[config.mk]
export PLATFORM = sky130hd
export DESIGN_NAME = config_line_tokenizer
export DESIGN_NICKNAME = d
export VERILOG_FILES = /design/src/hdl/clt_pkg.sv /design/src/hdl/clt_front.sv /design/src/hdl/clt_queue.sv /design/src/hdl/clt_back.sv /design/src/hdl/config_line_tokenizer.sv
export SDC_FILE = /design/constraint.sdc
export NUM_CORES = 1
export LEC_CHECK = 0
export ABC_CLOCK_PERIOD_IN_PS = 45000
export BUFFER_PORTS_ARGS = -buffer_cell sky130_fd_sc_hd__buf_2
export CAP_MARGIN = 20
export CORE_MARGIN = 3
export CORE_UTILIZATION = 55
export CTS_CLUSTER_SIZE = 10
export DETAILED_ROUTE_END_ITERATION = 16
export GPL_TIMING_DRIVEN = 1
export PLACE_DENSITY = 0.71
export SLEW_MARGIN = 20
export SYNTH_ARGS = -nofsm -noshare
export SYNTH_HDL_FRONTEND = slang
export SYNTH_SLANG_ARGS = --single-unit
[constraint.sdc]
create_clock -name clk -period 45 [get_ports clk]
set_clock_uncertainty 0.05 [all_clocks]
set_input_delay 2.25 -clock clk [delete_from_list [all_inputs] [get_ports clk]]
set_output_delay 2.25 -clock clk [all_outputs]
set_load 0.005 [all_outputs]
[src/hdl/clt_pkg.sv]
// ----------------------------------------------------------------------------
// Line tokenizer package
// Shared types, result kinds and character codes for the line tokenizer.
// ----------------------------------------------------------------------------
package clt_pkg;

	typedef enum logic [2:0] {
		MODE_IDLE    = 3'd0,
		MODE_TOKEN   = 3'd1,
		MODE_COMMENT = 3'd2,
		MODE_HEADER  = 3'd3,
		MODE_BODY    = 3'd4
	} mode_t;

	typedef enum logic [2:0] {
		KIND_BYTE    = 3'd0,
		KIND_TEND    = 3'd1,
		KIND_LEND    = 3'd2,
		KIND_DISCARD = 3'd3,
		KIND_TOOLONG = 3'd4
	} kind_t;

	localparam logic OP_TEXT  = 1'b0;
	localparam logic OP_FLUSH = 1'b1;

	localparam int RES_MAX = 3;

	typedef logic [1:0] rcnt_t;

	typedef struct packed {
		rcnt_t                    cnt;
		kind_t [RES_MAX-1:0]      kind;
		logic  [RES_MAX-1:0][7:0] data;
	} bundle_t;

	localparam int QDEPTH = 4;
	localparam int QPTR_W = 2;
	localparam int QCNT_W = 3;

	localparam logic [7:0] CH_LF   = 8'h0A;
	localparam logic [7:0] CH_CR   = 8'h0D;
	localparam logic [7:0] CH_TAB  = 8'h09;
	localparam logic [7:0] CH_SP   = 8'h20;
	localparam logic [7:0] CH_HASH = 8'h23;
	localparam logic [7:0] CH_LT   = 8'h3C;
	localparam logic [7:0] CH_PCT  = 8'h25;
	localparam logic [7:0] CH_DQ   = 8'h22;
	localparam logic [7:0] CH_BSL  = 8'h5C;
	localparam logic [7:0] CH_N    = 8'h6E;
	localparam logic [7:0] CH_R    = 8'h72;
	localparam logic [7:0] CH_T    = 8'h74;

endpackage

[src/hdl/clt_front.sv]
// ----------------------------------------------------------------------------
// Line tokenizer front end
// Accepts items, runs the scan state and boundary window, and builds one
// bundle of up to three results per item.
// ----------------------------------------------------------------------------
module clt_front #(
	parameter int MAX_BOUNDARY = 64
) (
	input  logic             clk,
	input  logic             arst_n,
	input  logic             req_valid,
	input  logic             op,
	input  logic [7:0]       byte_req,
	input  logic             q_full,
	output logic             push,
	output clt_pkg::bundle_t bundle
);

	localparam int CNT_W = $clog2(MAX_BOUNDARY + 1);

	clt_pkg::mode_t    mode_q, mode_d;
	logic              quote_q, quote_d;
	logic              esc_q, esc_d;
	logic              pct_q, pct_d;
	logic              lht_q, lht_d;
	logic [CNT_W-1:0]  blen_q, blen_d;
	logic [CNT_W-1:0]  wcnt_q, wcnt_d;
	logic [MAX_BOUNDARY-1:0] bmask_q, bmask_d;
	logic [MAX_BOUNDARY-1:0] bfirst_q, bfirst_d;
	logic [7:0]        bnd_q [MAX_BOUNDARY];
	logic [7:0]        win_q [MAX_BOUNDARY];

	logic              accept, flush, blank, idle_tok, tok_go;
	logic              bnd_shift, win_shift, full, match;
	logic [7:0]        bnd_in, oldest;
	logic [MAX_BOUNDARY-1:0] eq;

	clt_pkg::kind_t    tk_kind [clt_pkg::RES_MAX];
	logic [7:0]        tk_data [clt_pkg::RES_MAX];
	clt_pkg::rcnt_t    tk_cnt;
	clt_pkg::kind_t    pl_kind [2];
	logic [7:0]        pl_data [2];
	clt_pkg::rcnt_t    pl_cnt;
	logic              run_plain, tq, tesc, tpct, t_exit, t_blank;

	function automatic logic [7:0] esc_map(input logic [7:0] c);
		logic [7:0] r;
		case (c)
			clt_pkg::CH_N: r = clt_pkg::CH_LF;
			clt_pkg::CH_R: r = clt_pkg::CH_CR;
			clt_pkg::CH_T: r = clt_pkg::CH_TAB;
			default:       r = c;
		endcase
		return r;
	endfunction

	assign accept = req_valid & ~q_full;
	assign flush  = (op == clt_pkg::OP_FLUSH);
	assign blank  = (byte_req == clt_pkg::CH_SP) || (byte_req == clt_pkg::CH_TAB);

	assign idle_tok = (byte_req != clt_pkg::CH_CR) &&
		(esc_q ? (byte_req != clt_pkg::CH_LF)
		       : !((byte_req == clt_pkg::CH_LF) || blank ||
		           (byte_req == clt_pkg::CH_HASH) || (byte_req == clt_pkg::CH_BSL) ||
		           (byte_req == clt_pkg::CH_LT)));
	assign tok_go = !flush && ((mode_q == clt_pkg::MODE_TOKEN) ||
		((mode_q == clt_pkg::MODE_IDLE) && idle_tok));

	// boundary window compare
	always_comb begin
		oldest = 8'h00;
		for (int j = 0; j < MAX_BOUNDARY; j++) begin
			eq[j]  = (win_q[j] == bnd_q[j]) | ~bmask_q[j];
			oldest = oldest | (win_q[j] & {8{bfirst_q[j]}});
		end
	end
	assign full  = (wcnt_q == blen_q);
	assign match = full & (&eq);

	// token byte handling
	always_comb begin
		pl_kind   = '{clt_pkg::KIND_BYTE, clt_pkg::KIND_BYTE};
		pl_data   = '{8'h00, 8'h00};
		pl_cnt    = '0;
		tk_kind   = '{clt_pkg::KIND_BYTE, clt_pkg::KIND_BYTE, clt_pkg::KIND_BYTE};
		tk_data   = '{8'h00, 8'h00, 8'h00};
		tk_cnt    = '0;
		tq        = quote_q;
		tesc      = esc_q;
		tpct      = pct_q;
		t_exit    = 1'b0;
		t_blank   = 1'b0;
		run_plain = 1'b0;
		if (esc_q) begin
			tesc = 1'b0;
			if (byte_req != clt_pkg::CH_LF) begin
				tk_data[0] = esc_map(byte_req);
				tk_cnt     = 2'd1;
			end
		end else begin
			if (pct_q) begin
				tpct      = 1'b0;
				run_plain = (byte_req != clt_pkg::CH_PCT);
			end else begin
				run_plain = 1'b1;
			end
			if (run_plain) begin
				if (quote_q) begin
					case (byte_req)
						clt_pkg::CH_DQ:  tq   = 1'b0;
						clt_pkg::CH_PCT: tpct = 1'b1;
						clt_pkg::CH_BSL: tesc = 1'b1;
						default: begin
							pl_data[0] = byte_req;
							pl_cnt     = 2'd1;
						end
					endcase
				end else begin
					case (byte_req)
						clt_pkg::CH_DQ:  tq   = 1'b1;
						clt_pkg::CH_PCT: tpct = 1'b1;
						clt_pkg::CH_BSL: tesc = 1'b1;
						clt_pkg::CH_SP, clt_pkg::CH_TAB: begin
							pl_kind[0] = clt_pkg::KIND_TEND;
							pl_cnt     = 2'd1;
							t_exit     = 1'b1;
							t_blank    = 1'b1;
						end
						clt_pkg::CH_LF, clt_pkg::CH_CR: begin
							pl_kind[0] = clt_pkg::KIND_TEND;
							pl_kind[1] = clt_pkg::KIND_LEND;
							pl_cnt     = 2'd2;
							t_exit     = 1'b1;
						end
						default: begin
							pl_data[0] = byte_req;
							pl_cnt     = 2'd1;
						end
					endcase
				end
			end
			if (pct_q) begin
				tk_data[0] = clt_pkg::CH_PCT;
				tk_kind[1] = pl_kind[0];
				tk_data[1] = pl_data[0];
				tk_kind[2] = pl_kind[1];
				tk_data[2] = pl_data[1];
				tk_cnt     = pl_cnt + 2'd1;
			end else begin
				tk_kind[0] = pl_kind[0];
				tk_data[0] = pl_data[0];
				tk_kind[1] = pl_kind[1];
				tk_data[1] = pl_data[1];
				tk_cnt     = pl_cnt;
			end
		end
	end

	// next state
	always_comb begin
		mode_d    = mode_q;
		quote_d   = quote_q;
		esc_d     = esc_q;
		pct_d     = pct_q;
		lht_d     = lht_q;
		blen_d    = blen_q;
		wcnt_d    = wcnt_q;
		bmask_d   = bmask_q;
		bfirst_d  = bfirst_q;
		bnd_shift = 1'b0;
		win_shift = 1'b0;
		bnd_in    = clt_pkg::CH_LF;
		if (accept) begin
			if (flush) begin
				mode_d   = clt_pkg::MODE_IDLE;
				quote_d  = 1'b0;
				esc_d    = 1'b0;
				pct_d    = 1'b0;
				lht_d    = 1'b0;
				blen_d   = '0;
				wcnt_d   = '0;
				bmask_d  = '0;
				bfirst_d = '0;
			end else begin
				case (mode_q)
					clt_pkg::MODE_TOKEN: begin
					end
					clt_pkg::MODE_COMMENT: begin
						if (byte_req == clt_pkg::CH_LF)
							mode_d = clt_pkg::MODE_IDLE;
					end
					clt_pkg::MODE_HEADER: begin
						if (byte_req == clt_pkg::CH_LF) begin
							mode_d = clt_pkg::MODE_BODY;
							wcnt_d = '0;
						end else if (!blank && (blen_q < CNT_W'(MAX_BOUNDARY))) begin
							bnd_shift = 1'b1;
							bnd_in    = byte_req;
							blen_d    = blen_q + 1'b1;
							bmask_d   = {1'b1, bmask_q[MAX_BOUNDARY-1:1]};
							bfirst_d  = {1'b0, bfirst_q[MAX_BOUNDARY-1:1]};
						end
					end
					clt_pkg::MODE_BODY: begin
						if (match) begin
							wcnt_d = '0;
							mode_d = clt_pkg::MODE_IDLE;
							lht_d  = 1'b0;
						end else begin
							win_shift = 1'b1;
							if (!full)
								wcnt_d = wcnt_q + 1'b1;
						end
					end
					default: begin
						if (byte_req != clt_pkg::CH_CR) begin
							if (esc_q) begin
								if (byte_req == clt_pkg::CH_LF)
									esc_d = 1'b0;
							end else if (byte_req == clt_pkg::CH_LF) begin
								lht_d = 1'b0;
							end else if (byte_req == clt_pkg::CH_HASH) begin
								lht_d  = 1'b0;
								mode_d = clt_pkg::MODE_COMMENT;
							end else if (byte_req == clt_pkg::CH_BSL) begin
								esc_d = 1'b1;
							end else if (byte_req == clt_pkg::CH_LT) begin
								mode_d    = clt_pkg::MODE_HEADER;
								blen_d    = CNT_W'(1);
								bnd_shift = 1'b1;
								bmask_d   = {1'b1, {(MAX_BOUNDARY-1){1'b0}}};
								bfirst_d  = {1'b1, {(MAX_BOUNDARY-1){1'b0}}};
							end
						end
					end
				endcase
				if (tok_go) begin
					quote_d = tq;
					esc_d   = tesc;
					pct_d   = tpct;
					mode_d  = t_exit ? clt_pkg::MODE_IDLE : clt_pkg::MODE_TOKEN;
					if (t_exit)
						lht_d = t_blank;
				end
			end
		end
	end

	// result bundle
	always_comb begin
		bundle = '0;
		if (accept) begin
			if (flush) begin
				if ((mode_q == clt_pkg::MODE_TOKEN) || (mode_q == clt_pkg::MODE_HEADER) ||
				    (mode_q == clt_pkg::MODE_BODY)) begin
					bundle.kind[0] = (mode_q == clt_pkg::MODE_TOKEN) ?
						clt_pkg::KIND_TEND : clt_pkg::KIND_DISCARD;
					if (lht_q || (mode_q == clt_pkg::MODE_TOKEN)) begin
						bundle.kind[1] = clt_pkg::KIND_LEND;
						bundle.cnt     = 2'd2;
					end else begin
						bundle.cnt = 2'd1;
					end
				end else if (lht_q) begin
					bundle.kind[0] = clt_pkg::KIND_LEND;
					bundle.cnt     = 2'd1;
				end
			end else if (tok_go) begin
				for (int i = 0; i < clt_pkg::RES_MAX; i++) begin
					bundle.kind[i] = tk_kind[i];
					bundle.data[i] = tk_data[i];
				end
				bundle.cnt = tk_cnt;
			end else begin
				case (mode_q)
					clt_pkg::MODE_HEADER: begin
						if ((byte_req != clt_pkg::CH_LF) && !blank &&
						    !(blen_q < CNT_W'(MAX_BOUNDARY))) begin
							bundle.kind[0] = clt_pkg::KIND_TOOLONG;
							bundle.cnt     = 2'd1;
						end
					end
					clt_pkg::MODE_BODY: begin
						if (match) begin
							bundle.kind[0] = clt_pkg::KIND_TEND;
							bundle.kind[1] = clt_pkg::KIND_LEND;
							bundle.cnt     = 2'd2;
						end else if (full) begin
							bundle.data[0] = oldest;
							bundle.cnt     = 2'd1;
						end
					end
					clt_pkg::MODE_TOKEN, clt_pkg::MODE_COMMENT: begin
					end
					default: begin
						if ((byte_req != clt_pkg::CH_CR) && !esc_q && lht_q &&
						    ((byte_req == clt_pkg::CH_LF) || (byte_req == clt_pkg::CH_HASH))) begin
							bundle.kind[0] = clt_pkg::KIND_LEND;
							bundle.cnt     = 2'd1;
						end
					end
				endcase
			end
		end
	end

	assign push = accept && (bundle.cnt != '0);

	always_ff @(posedge clk or negedge arst_n) begin
		if (!arst_n) begin
			mode_q   <= clt_pkg::MODE_IDLE;
			quote_q  <= 1'b0;
			esc_q    <= 1'b0;
			pct_q    <= 1'b0;
			lht_q    <= 1'b0;
			blen_q   <= '0;
			wcnt_q   <= '0;
			bmask_q  <= '0;
			bfirst_q <= '0;
		end else begin
			mode_q   <= mode_d;
			quote_q  <= quote_d;
			esc_q    <= esc_d;
			pct_q    <= pct_d;
			lht_q    <= lht_d;
			blen_q   <= blen_d;
			wcnt_q   <= wcnt_d;
			bmask_q  <= bmask_d;
			bfirst_q <= bfirst_d;
		end
	end

	always_ff @(posedge clk) begin
		if (bnd_shift) begin
			for (int j = 0; j < MAX_BOUNDARY - 1; j++)
				bnd_q[j] <= bnd_q[j+1];
			bnd_q[MAX_BOUNDARY-1] <= bnd_in;
		end
		if (win_shift) begin
			for (int j = 0; j < MAX_BOUNDARY - 1; j++)
				win_q[j] <= win_q[j+1];
			win_q[MAX_BOUNDARY-1] <= byte_req;
		end
	end

endmodule

[src/hdl/clt_queue.sv]
// ----------------------------------------------------------------------------
// Line tokenizer result queue
// Short queue of result bundles between the front and back ends.
// ----------------------------------------------------------------------------
module clt_queue (
	input  logic             clk,
	input  logic             arst_n,
	input  logic             push,
	input  clt_pkg::bundle_t wdata,
	output logic             full,
	input  logic             pop,
	output clt_pkg::bundle_t head,
	output logic             nonempty
);

	clt_pkg::bundle_t               mem_q [clt_pkg::QDEPTH];
	logic [clt_pkg::QPTR_W-1:0]     wptr_q, rptr_q;
	logic [clt_pkg::QCNT_W-1:0]     cnt_q;
	logic                           do_push, do_pop;

	assign full     = (cnt_q == clt_pkg::QCNT_W'(clt_pkg::QDEPTH));
	assign nonempty = (cnt_q != '0);
	assign head     = mem_q[rptr_q];
	assign do_push  = push & ~full;
	assign do_pop   = pop & nonempty;

	always_ff @(posedge clk or negedge arst_n) begin
		if (!arst_n) begin
			wptr_q <= '0;
			rptr_q <= '0;
			cnt_q  <= '0;
		end else begin
			if (do_push)
				wptr_q <= wptr_q + 1'b1;
			if (do_pop)
				rptr_q <= rptr_q + 1'b1;
			case ({do_push, do_pop})
				2'b10:   cnt_q <= cnt_q + 1'b1;
				2'b01:   cnt_q <= cnt_q - 1'b1;
				default: cnt_q <= cnt_q;
			endcase
		end
	end

	always_ff @(posedge clk) begin
		if (do_push)
			mem_q[wptr_q] <= wdata;
	end

endmodule

[src/hdl/clt_back.sv]
// ----------------------------------------------------------------------------
// Line tokenizer back end
// Takes bundles from the queue and hands out their results one at a time.
// ----------------------------------------------------------------------------
module clt_back (
	input  logic             clk,
	input  logic             arst_n,
	input  clt_pkg::bundle_t head,
	input  logic             nonempty,
	output logic             pop,
	output logic             res_valid,
	input  logic             res_stall,
	output logic [2:0]       kind,
	output logic [7:0]       byte_res,
	output logic             last
);

	clt_pkg::bundle_t cur_q;
	logic             cur_valid_q;
	clt_pkg::rcnt_t   idx_q;
	logic             fire, at_end, load;

	assign fire   = cur_valid_q & ~res_stall;
	assign at_end = (idx_q == (cur_q.cnt - 2'd1));
	assign load   = ~cur_valid_q | (fire & at_end);
	assign pop    = load & nonempty;

	assign res_valid = cur_valid_q;
	assign last      = at_end;

	always_comb begin
		case (idx_q)
			2'd0: begin
				kind     = cur_q.kind[0];
				byte_res = cur_q.data[0];
			end
			2'd1: begin
				kind     = cur_q.kind[1];
				byte_res = cur_q.data[1];
			end
			default: begin
				kind     = cur_q.kind[2];
				byte_res = cur_q.data[2];
			end
		endcase
	end

	always_ff @(posedge clk or negedge arst_n) begin
		if (!arst_n) begin
			cur_valid_q <= 1'b0;
			idx_q       <= '0;
		end else if (load) begin
			cur_valid_q <= nonempty;
			idx_q       <= '0;
		end else if (fire) begin
			idx_q <= idx_q + 2'd1;
		end
	end

	always_ff @(posedge clk) begin
		if (load)
			cur_q <= head;
	end

endmodule

[src/hdl/config_line_tokenizer.sv]
// Path: an accepted item's bundle is written into the result queue and then loaded into
// the back end's current-bundle register, which drives res_valid and the result outputs.
// Throughput: one item per cycle while the receiver does not stall and items give at most
// one result each; larger bundles hold the output and a four-bundle queue absorbs this.
// The boundary window is compared in parallel against the stored boundary each cycle.
// Reset: asynchronous, active low; all scan state returns to idle at once.
// ----------------------------------------------------------------------------
// Config line tokenizer
// Splits a byte stream into tokens and lines, with quotes, escapes, comments
// and here-documents.
// ----------------------------------------------------------------------------
module config_line_tokenizer #(
	parameter int MAX_BOUNDARY = 64
) (
	input  logic       clk,
	input  logic       arst_n,
	input  logic       req_valid,
	output logic       req_stall,
	input  logic       op,
	input  logic [7:0] byte_req,
	output logic       res_valid,
	input  logic       res_stall,
	output logic [2:0] kind,
	output logic [7:0] byte_res,
	output logic       last
);

	clt_pkg::bundle_t push_data, head;
	logic             push, q_full, pop, nonempty;

	assign req_stall = q_full;

	clt_front #(
		.MAX_BOUNDARY(MAX_BOUNDARY)
	) u_front (
		.clk      (clk),
		.arst_n   (arst_n),
		.req_valid(req_valid),
		.op       (op),
		.byte_req (byte_req),
		.q_full   (q_full),
		.push     (push),
		.bundle   (push_data)
	);

	clt_queue u_queue (
		.clk     (clk),
		.arst_n  (arst_n),
		.push    (push),
		.wdata   (push_data),
		.full    (q_full),
		.pop     (pop),
		.head    (head),
		.nonempty(nonempty)
	);

	clt_back u_back (
		.clk      (clk),
		.arst_n   (arst_n),
		.head     (head),
		.nonempty (nonempty),
		.pop      (pop),
		.res_valid(res_valid),
		.res_stall(res_stall),
		.kind     (kind),
		.byte_res (byte_res),
		.last     (last)
	);

endmodule

After elaboration in Yosys (flattened, before gate mapping)
Memories as Yosys holds them, arrays and structs flattened. A register that Yosys moved wholly into a read port is not among the register bits.
Cells that the tools add are included.
W data, S select, Z words.

word-level totals
  bits in registers = 159
  bits in writable memories = 1164
  output and inout bits = 14
  word-level logic and storage cells = 626
  memories = 3

memory list
  memory         depth  width  rd ports  clocked after Yosys merged registers in  wr ports  line             RTL
  u_front.bnd_q  64     8      64        0                                        64        clt_front.sv:30  logic [7:0] bnd_q [MAX_BOUNDARY];
  u_front.win_q  64     8      64        0                                        64        clt_front.sv:31  logic [7:0] win_q [MAX_BOUNDARY];
  u_queue.mem_q  4      35     1         1                                        1         clt_queue.sv:16  clt_pkg::bundle_t mem_q [clt_pkg::QDEPTH];

operators by class
  add/sub/neg operators = 9
  order comparisons = 1
  equality and inequality tests = 106
  mux-type cells = 172
  bitwise logic cells = 266
  reduce and logical (&&, ||, !) cells = 55

operators with widths
  cell                  number
  $mux W64              12
  $and A8 B8 Y8         64
  $eq A8 B8 Y1          64
  $or A8 B8 Y8          63
  $pmux W64 S2          2
  $mux W8               15
  $mux W7               13
  $mux W1               70
  $not A1 Y1            67
  $or A1 B1 Y1          65
  $reduce_and A64 Y1    1
  $mux W3               18
  $mux W16              3
  $eq A8 B6 Y1 const B  5
  $mux W2               19
  $mux W35              1
  $eq A8 B7 Y1 const B  4
  $pmux W7 S2           2
  $eq A8 B4 Y1 const B  3
  $mux W24              1
  $mux W6               4
  $pmux W8 S3           1
  $ne A8 B4 Y1 const B  2
  $pmux W8 S2           1
  other kinds (50)      109

Longest topological paths before layout
An unclocked memory read counts as a cell.

  depth after elaboration = 76
  mapped depth = 17
  mapped depth without buffers = 15

Cells and area by module
Synthesis repeated with hierarchy kept, for this count alone.

second synthesis, totals
  cell total of the unflattened synthesis = 3050
  area total of the unflattened synthesis = 53118.4 um^2

by module, submodules not included
  module     instances  cells each  area each (um^2)  seq. area each (um^2)
  clt_front  1          2735        46123.0           34478.1
  clt_queue  1          220         5532.8            4379.2
  clt_back   1          95          1462.7            1126.1

Worst setup path after synthesis
Ideal clock, no wire load.

  path kind = input-to-reg
  from = input port byte_req[5]
  to = register u_front.blen_q[0]
  setup time = 181 ps
  arrival time = 26509 ps
  data required time = 44769 ps
  slack = 18261 ps
  stages = 9
  cells stage by stage = clkbuf_1 nand2b_1 nor2_2 nand2_1 nand3_1 nor4_2 nor2_1 nor2_1 a22o_1

on the way
  longest elaborated chain between the ends = 6
  elaborated cells on any way between the ends = 17
  those cells by class = eq/ne (11); reduce/logical (6)

ends and longest elaborated chain
  what                                          line                         RTL
  start: declaration                            config_line_tokenizer.sv:20  input logic [7:0] byte_req,
  $eq A8 B6 Y1 or $eq A8 B4 Y1 (tied branches)  clt_front.sv:59              assign blank = (byte_req == clt_pkg::CH_SP) || (byte_req == clt_pkg::CH_TAB);
  $logic_or A1 B1 Y1                            clt_front.sv:59
  $logic_not A1 Y1                              clt_front.sv:196             end else if (!blank && (blen_q < CNT_W'(MAX_BOUNDARY))) begin
  $logic_and A1 B1 Y1                           clt_front.sv:196
  $ne A3 B2 Y1 (no line)                        -
  $reduce_and A9 Y1 (no line) (*)               -
  end signal: assignment                        clt_front.sv:326             blen_q <= blen_d;
  end: declaration                              clt_front.sv:26              logic [CNT_W-1:0] blen_q, blen_d;

Every way passes the cells marked *; elsewhere a longest branch is shown, timed or not.
A chain may end at the register's enable or synchronous reset.

==> impl_metrics.ini <==
[outcome]
status = completed

[cts]
clkLatencyLatePin_ns = 0.78
cts_buffers = 151
cts_max_level = 4
cts.clk_slew.worst_paths_ns = 0.06
hold_buffers = 0
cts_setup_buffers = 0
cts-root-buf = clkbuf_16
cts_repair_resize_count = 0
numClockSinks = 1303
cts_tree = built
clockBufferDepth = 3

[place]
gp_congestion = 1.10
placed_area_um2 = 52600
post-dp-hpwl_um = 143000
io_buffers = 26
dpl.cell_count = 4144

[global_routing]
grt_pass1_vias = 29500
grt.total_usage_pct = 39.5
grt_max_degree = 127
grt_overflow = 0
antenna_found_initial = 25
grt_pass1_wl_um = 256000

[final_layout]
final_area_um2 = 57200
layout-drive-gt1-share_pct = 9.30
instances_no_fill = 4431
final_common_cell = edfxtp_1
fillers = 6395
area_delta_synth_final_pct = 12.2
multi_input_area_um2 = 12200
num-nets-final = 3078
seqCellArea_um2 = 38300
final_cell_mix = edfxtp_1 (1144), xnor2_1 (524), a22o_1 (260), nand4_1 (182), dfrtp_1 (159)

[yosys]
syn_nets = 2978
synthFlopType = edfxtp_1
synthArstFlopShare_pct = 12.2
ys_ff_latch = 1303
synth-edff-count = 1144
netlist_instances = 2955
syn_area_per_cell_um2 = 17.3
yosysSeqAreaShare_pct = 75.1
synth.cell_area_um2 = 51000
ys_types = 80
ys_warn_count = 0

[setup_path]
r2r-end = u_front.win_q[21][14]
crit_chain = xnor2_1, nand4_1, o21ai_0, nand4_1, nor4_1, nand4_1, o21ai_0, inv_8, buf_4, buf_4, buf_16, buf_4
required_ns = 45.32
crit_buf_inv = 5
critPathMaxStageDelay_ns = 0.98
crit_family = buffers and inverters
end_kind = flop
cp_data_arrival_time_ns = 7.61
crit_type = reg -> reg
reg2regPathDepth = 12
rrSetupSlack_ns = 37.71
start_kind = flop
critPathMaxFanout = 126
r2r_start = u_front.win_q[2][2]
cp_slowest_cell = o21ai_0

[die]
die_h_um = 311
initial_core_util_pct = 55.6
core_area_um2 = 91800
die_w_um = 311
dieArea_um2 = 96500
rows = 111
ioPinCount = 27

[detailed_routing]
wl_per_cell_um = 42.9
dr.first_iter.drc_count = 5052
ant_nets = 0
drt_drc_violations_left = 0
vias_per_cell = 6.97
num_vias = 30900
dr.pass1.iters = 6
wirelength_um = 190000

[sta]
final-hold-violation-count = 0
fin_crit_ns = 7.29
rsz0062_at_grt = no
max_slew_margin_pct = 14.6
tightest_slew_ns = 1.27
fmax_mhz = 137
fin_tns_setup_ns = 0
hold_slack_ns = 0.414
setup_viol = 0
slew_viol_final = 0
timing.final.crit_share_pct = 16.2

[min_path]
hold_start = u_front.bnd_q[6][3]
hold_path.class = reg -> reg
holdPathEnd = u_front.bnd_q[5][11]
worstHoldPathCells = 0

[flow_run]
drv_cap = 0

[power]
power.total_mw = 3.00
powerDensity_nw_per_um2 = 52.3
p_leak_nw = 18.0
ir_drop_mv = 0.0665
## metal layers
metal  vias up  global-route usage (%)  routed length (um)
met5         -                       0                 117
met2      2321                    55.8               80700
met3       483                    12.6               23500
met1     16100                    54.4               72500
li1      12000                       -                   -
met4        18                    22.7               13200
## registers in the layout (all words and copies together) (netlist names), 2 cells and up
signal,cells
u_front.bnd_q,512
u_front.win_q,512
u_queue.mem_q,96
u_front.bfirst_q,64
u_front.bmask_q,64
u_back.cur_q,24
u_front.blen_q,7
u_front.wcnt_q,7
u_front.mode_q,3
u_queue.cnt_q,3
u_back.idx_q,2
u_queue.rptr_q,2
u_queue.wptr_q,2
## cells by family after synthesis
group	after synthesis	synth area share, %
AO/OA/AOI/OAI	552	8.76
buffers and inverters	143	1.11
adder cells (fa/ha/maj)	10	0.260
flip-flops	1303	75.1
AND/OR/NAND/NOR	383	4.38
multiplexers	31	1.21
XOR/XNOR	533	9.15
## cell usage after synthesis (all sizes together), types with 3 or more instances
master   count  area [um^2]
or4         12         90.1
o22ai        4         25.0
o31ai        4         30.0
mux2         4         48.8
nand4      182         1140
ha           9          113
nor3        10         50.1
edfxtp    1144        34400
o311ai       4         42.6
or3          5         31.3
nor2        43          174
or2          3         18.8
mux4        24          541
and3         5         36.3
a2111oi      4         72.6
nand3       14         70.1
a31oi        5         46.3
xnor2      524         4590
buf         17         95.1
o21ai       83          415
nand3b       6         45.0
a21oi       24          128
nor3b        3         27.5
nor4         8         62.6
mux2i        3         30.0
nand2       44          165
a22oi       14          105
dfrtp      159         3980
xor2         9         78.8
and2        23          144
a22o       260         2280
inv         23         86.3
nand2b      11         68.8
a311oi       3         26.3
a221oi     124         1100
nor2b        7         43.8
clkbuf     103          387
## stage by stage
step / setup WS [ns] / util (%)
finish: 37.71 / 62.4
global placement: 37.65 / 57.3
global route: 37.69 / 62.3
detailed placement: 37.44 / 57.3
floorplan: 18.26 / -
CTS: 37.78 / 62.3
## report_power, final
| part | internal (mW) | switching (mW) |
|---|---|---|
| Combinational | 0.111 | 0.196 |
| Sequential | 1.46 | 0.0873 |
| Clock | 0.650 | 0.488 |
## cell type report
cell class	count	area share [%]
antenna	6	0.0262
clock buffer	260	7.39
clock inverter	20	0.636
inverter	23	0.164
multi-input combinational	1509	21.3
sequential	1303	67.0
tap	1243	2.72
timing repair buffer	67	0.844
## worst max path at each step
| stage | start | to | slack (ns) | cells past startpoint |
|---|---|---|---|---|
| final | u_front.win_q[2][2] | u_front.win_q[21][14] | 37.71 | 12 |
| after CTS | u_front.win_q[2][12] | u_front.win_q[21][14] | 37.78 | 12 |
| after global placement | byte_req[4] | u_front.bnd_q[20][1] | 37.65 | 11 |
| after detailed placement | byte_req[4] | u_front.bnd_q[20][0] | 37.44 | 11 |
| after global routing | u_front.win_q[2][2] | u_front.win_q[21][14] | 37.69 | 12 |
| after floorplan | byte_req[5] | u_front.blen_q[0] | 18.26 | 9 |
No activity file was read; power rests on OpenSTA's default activity.
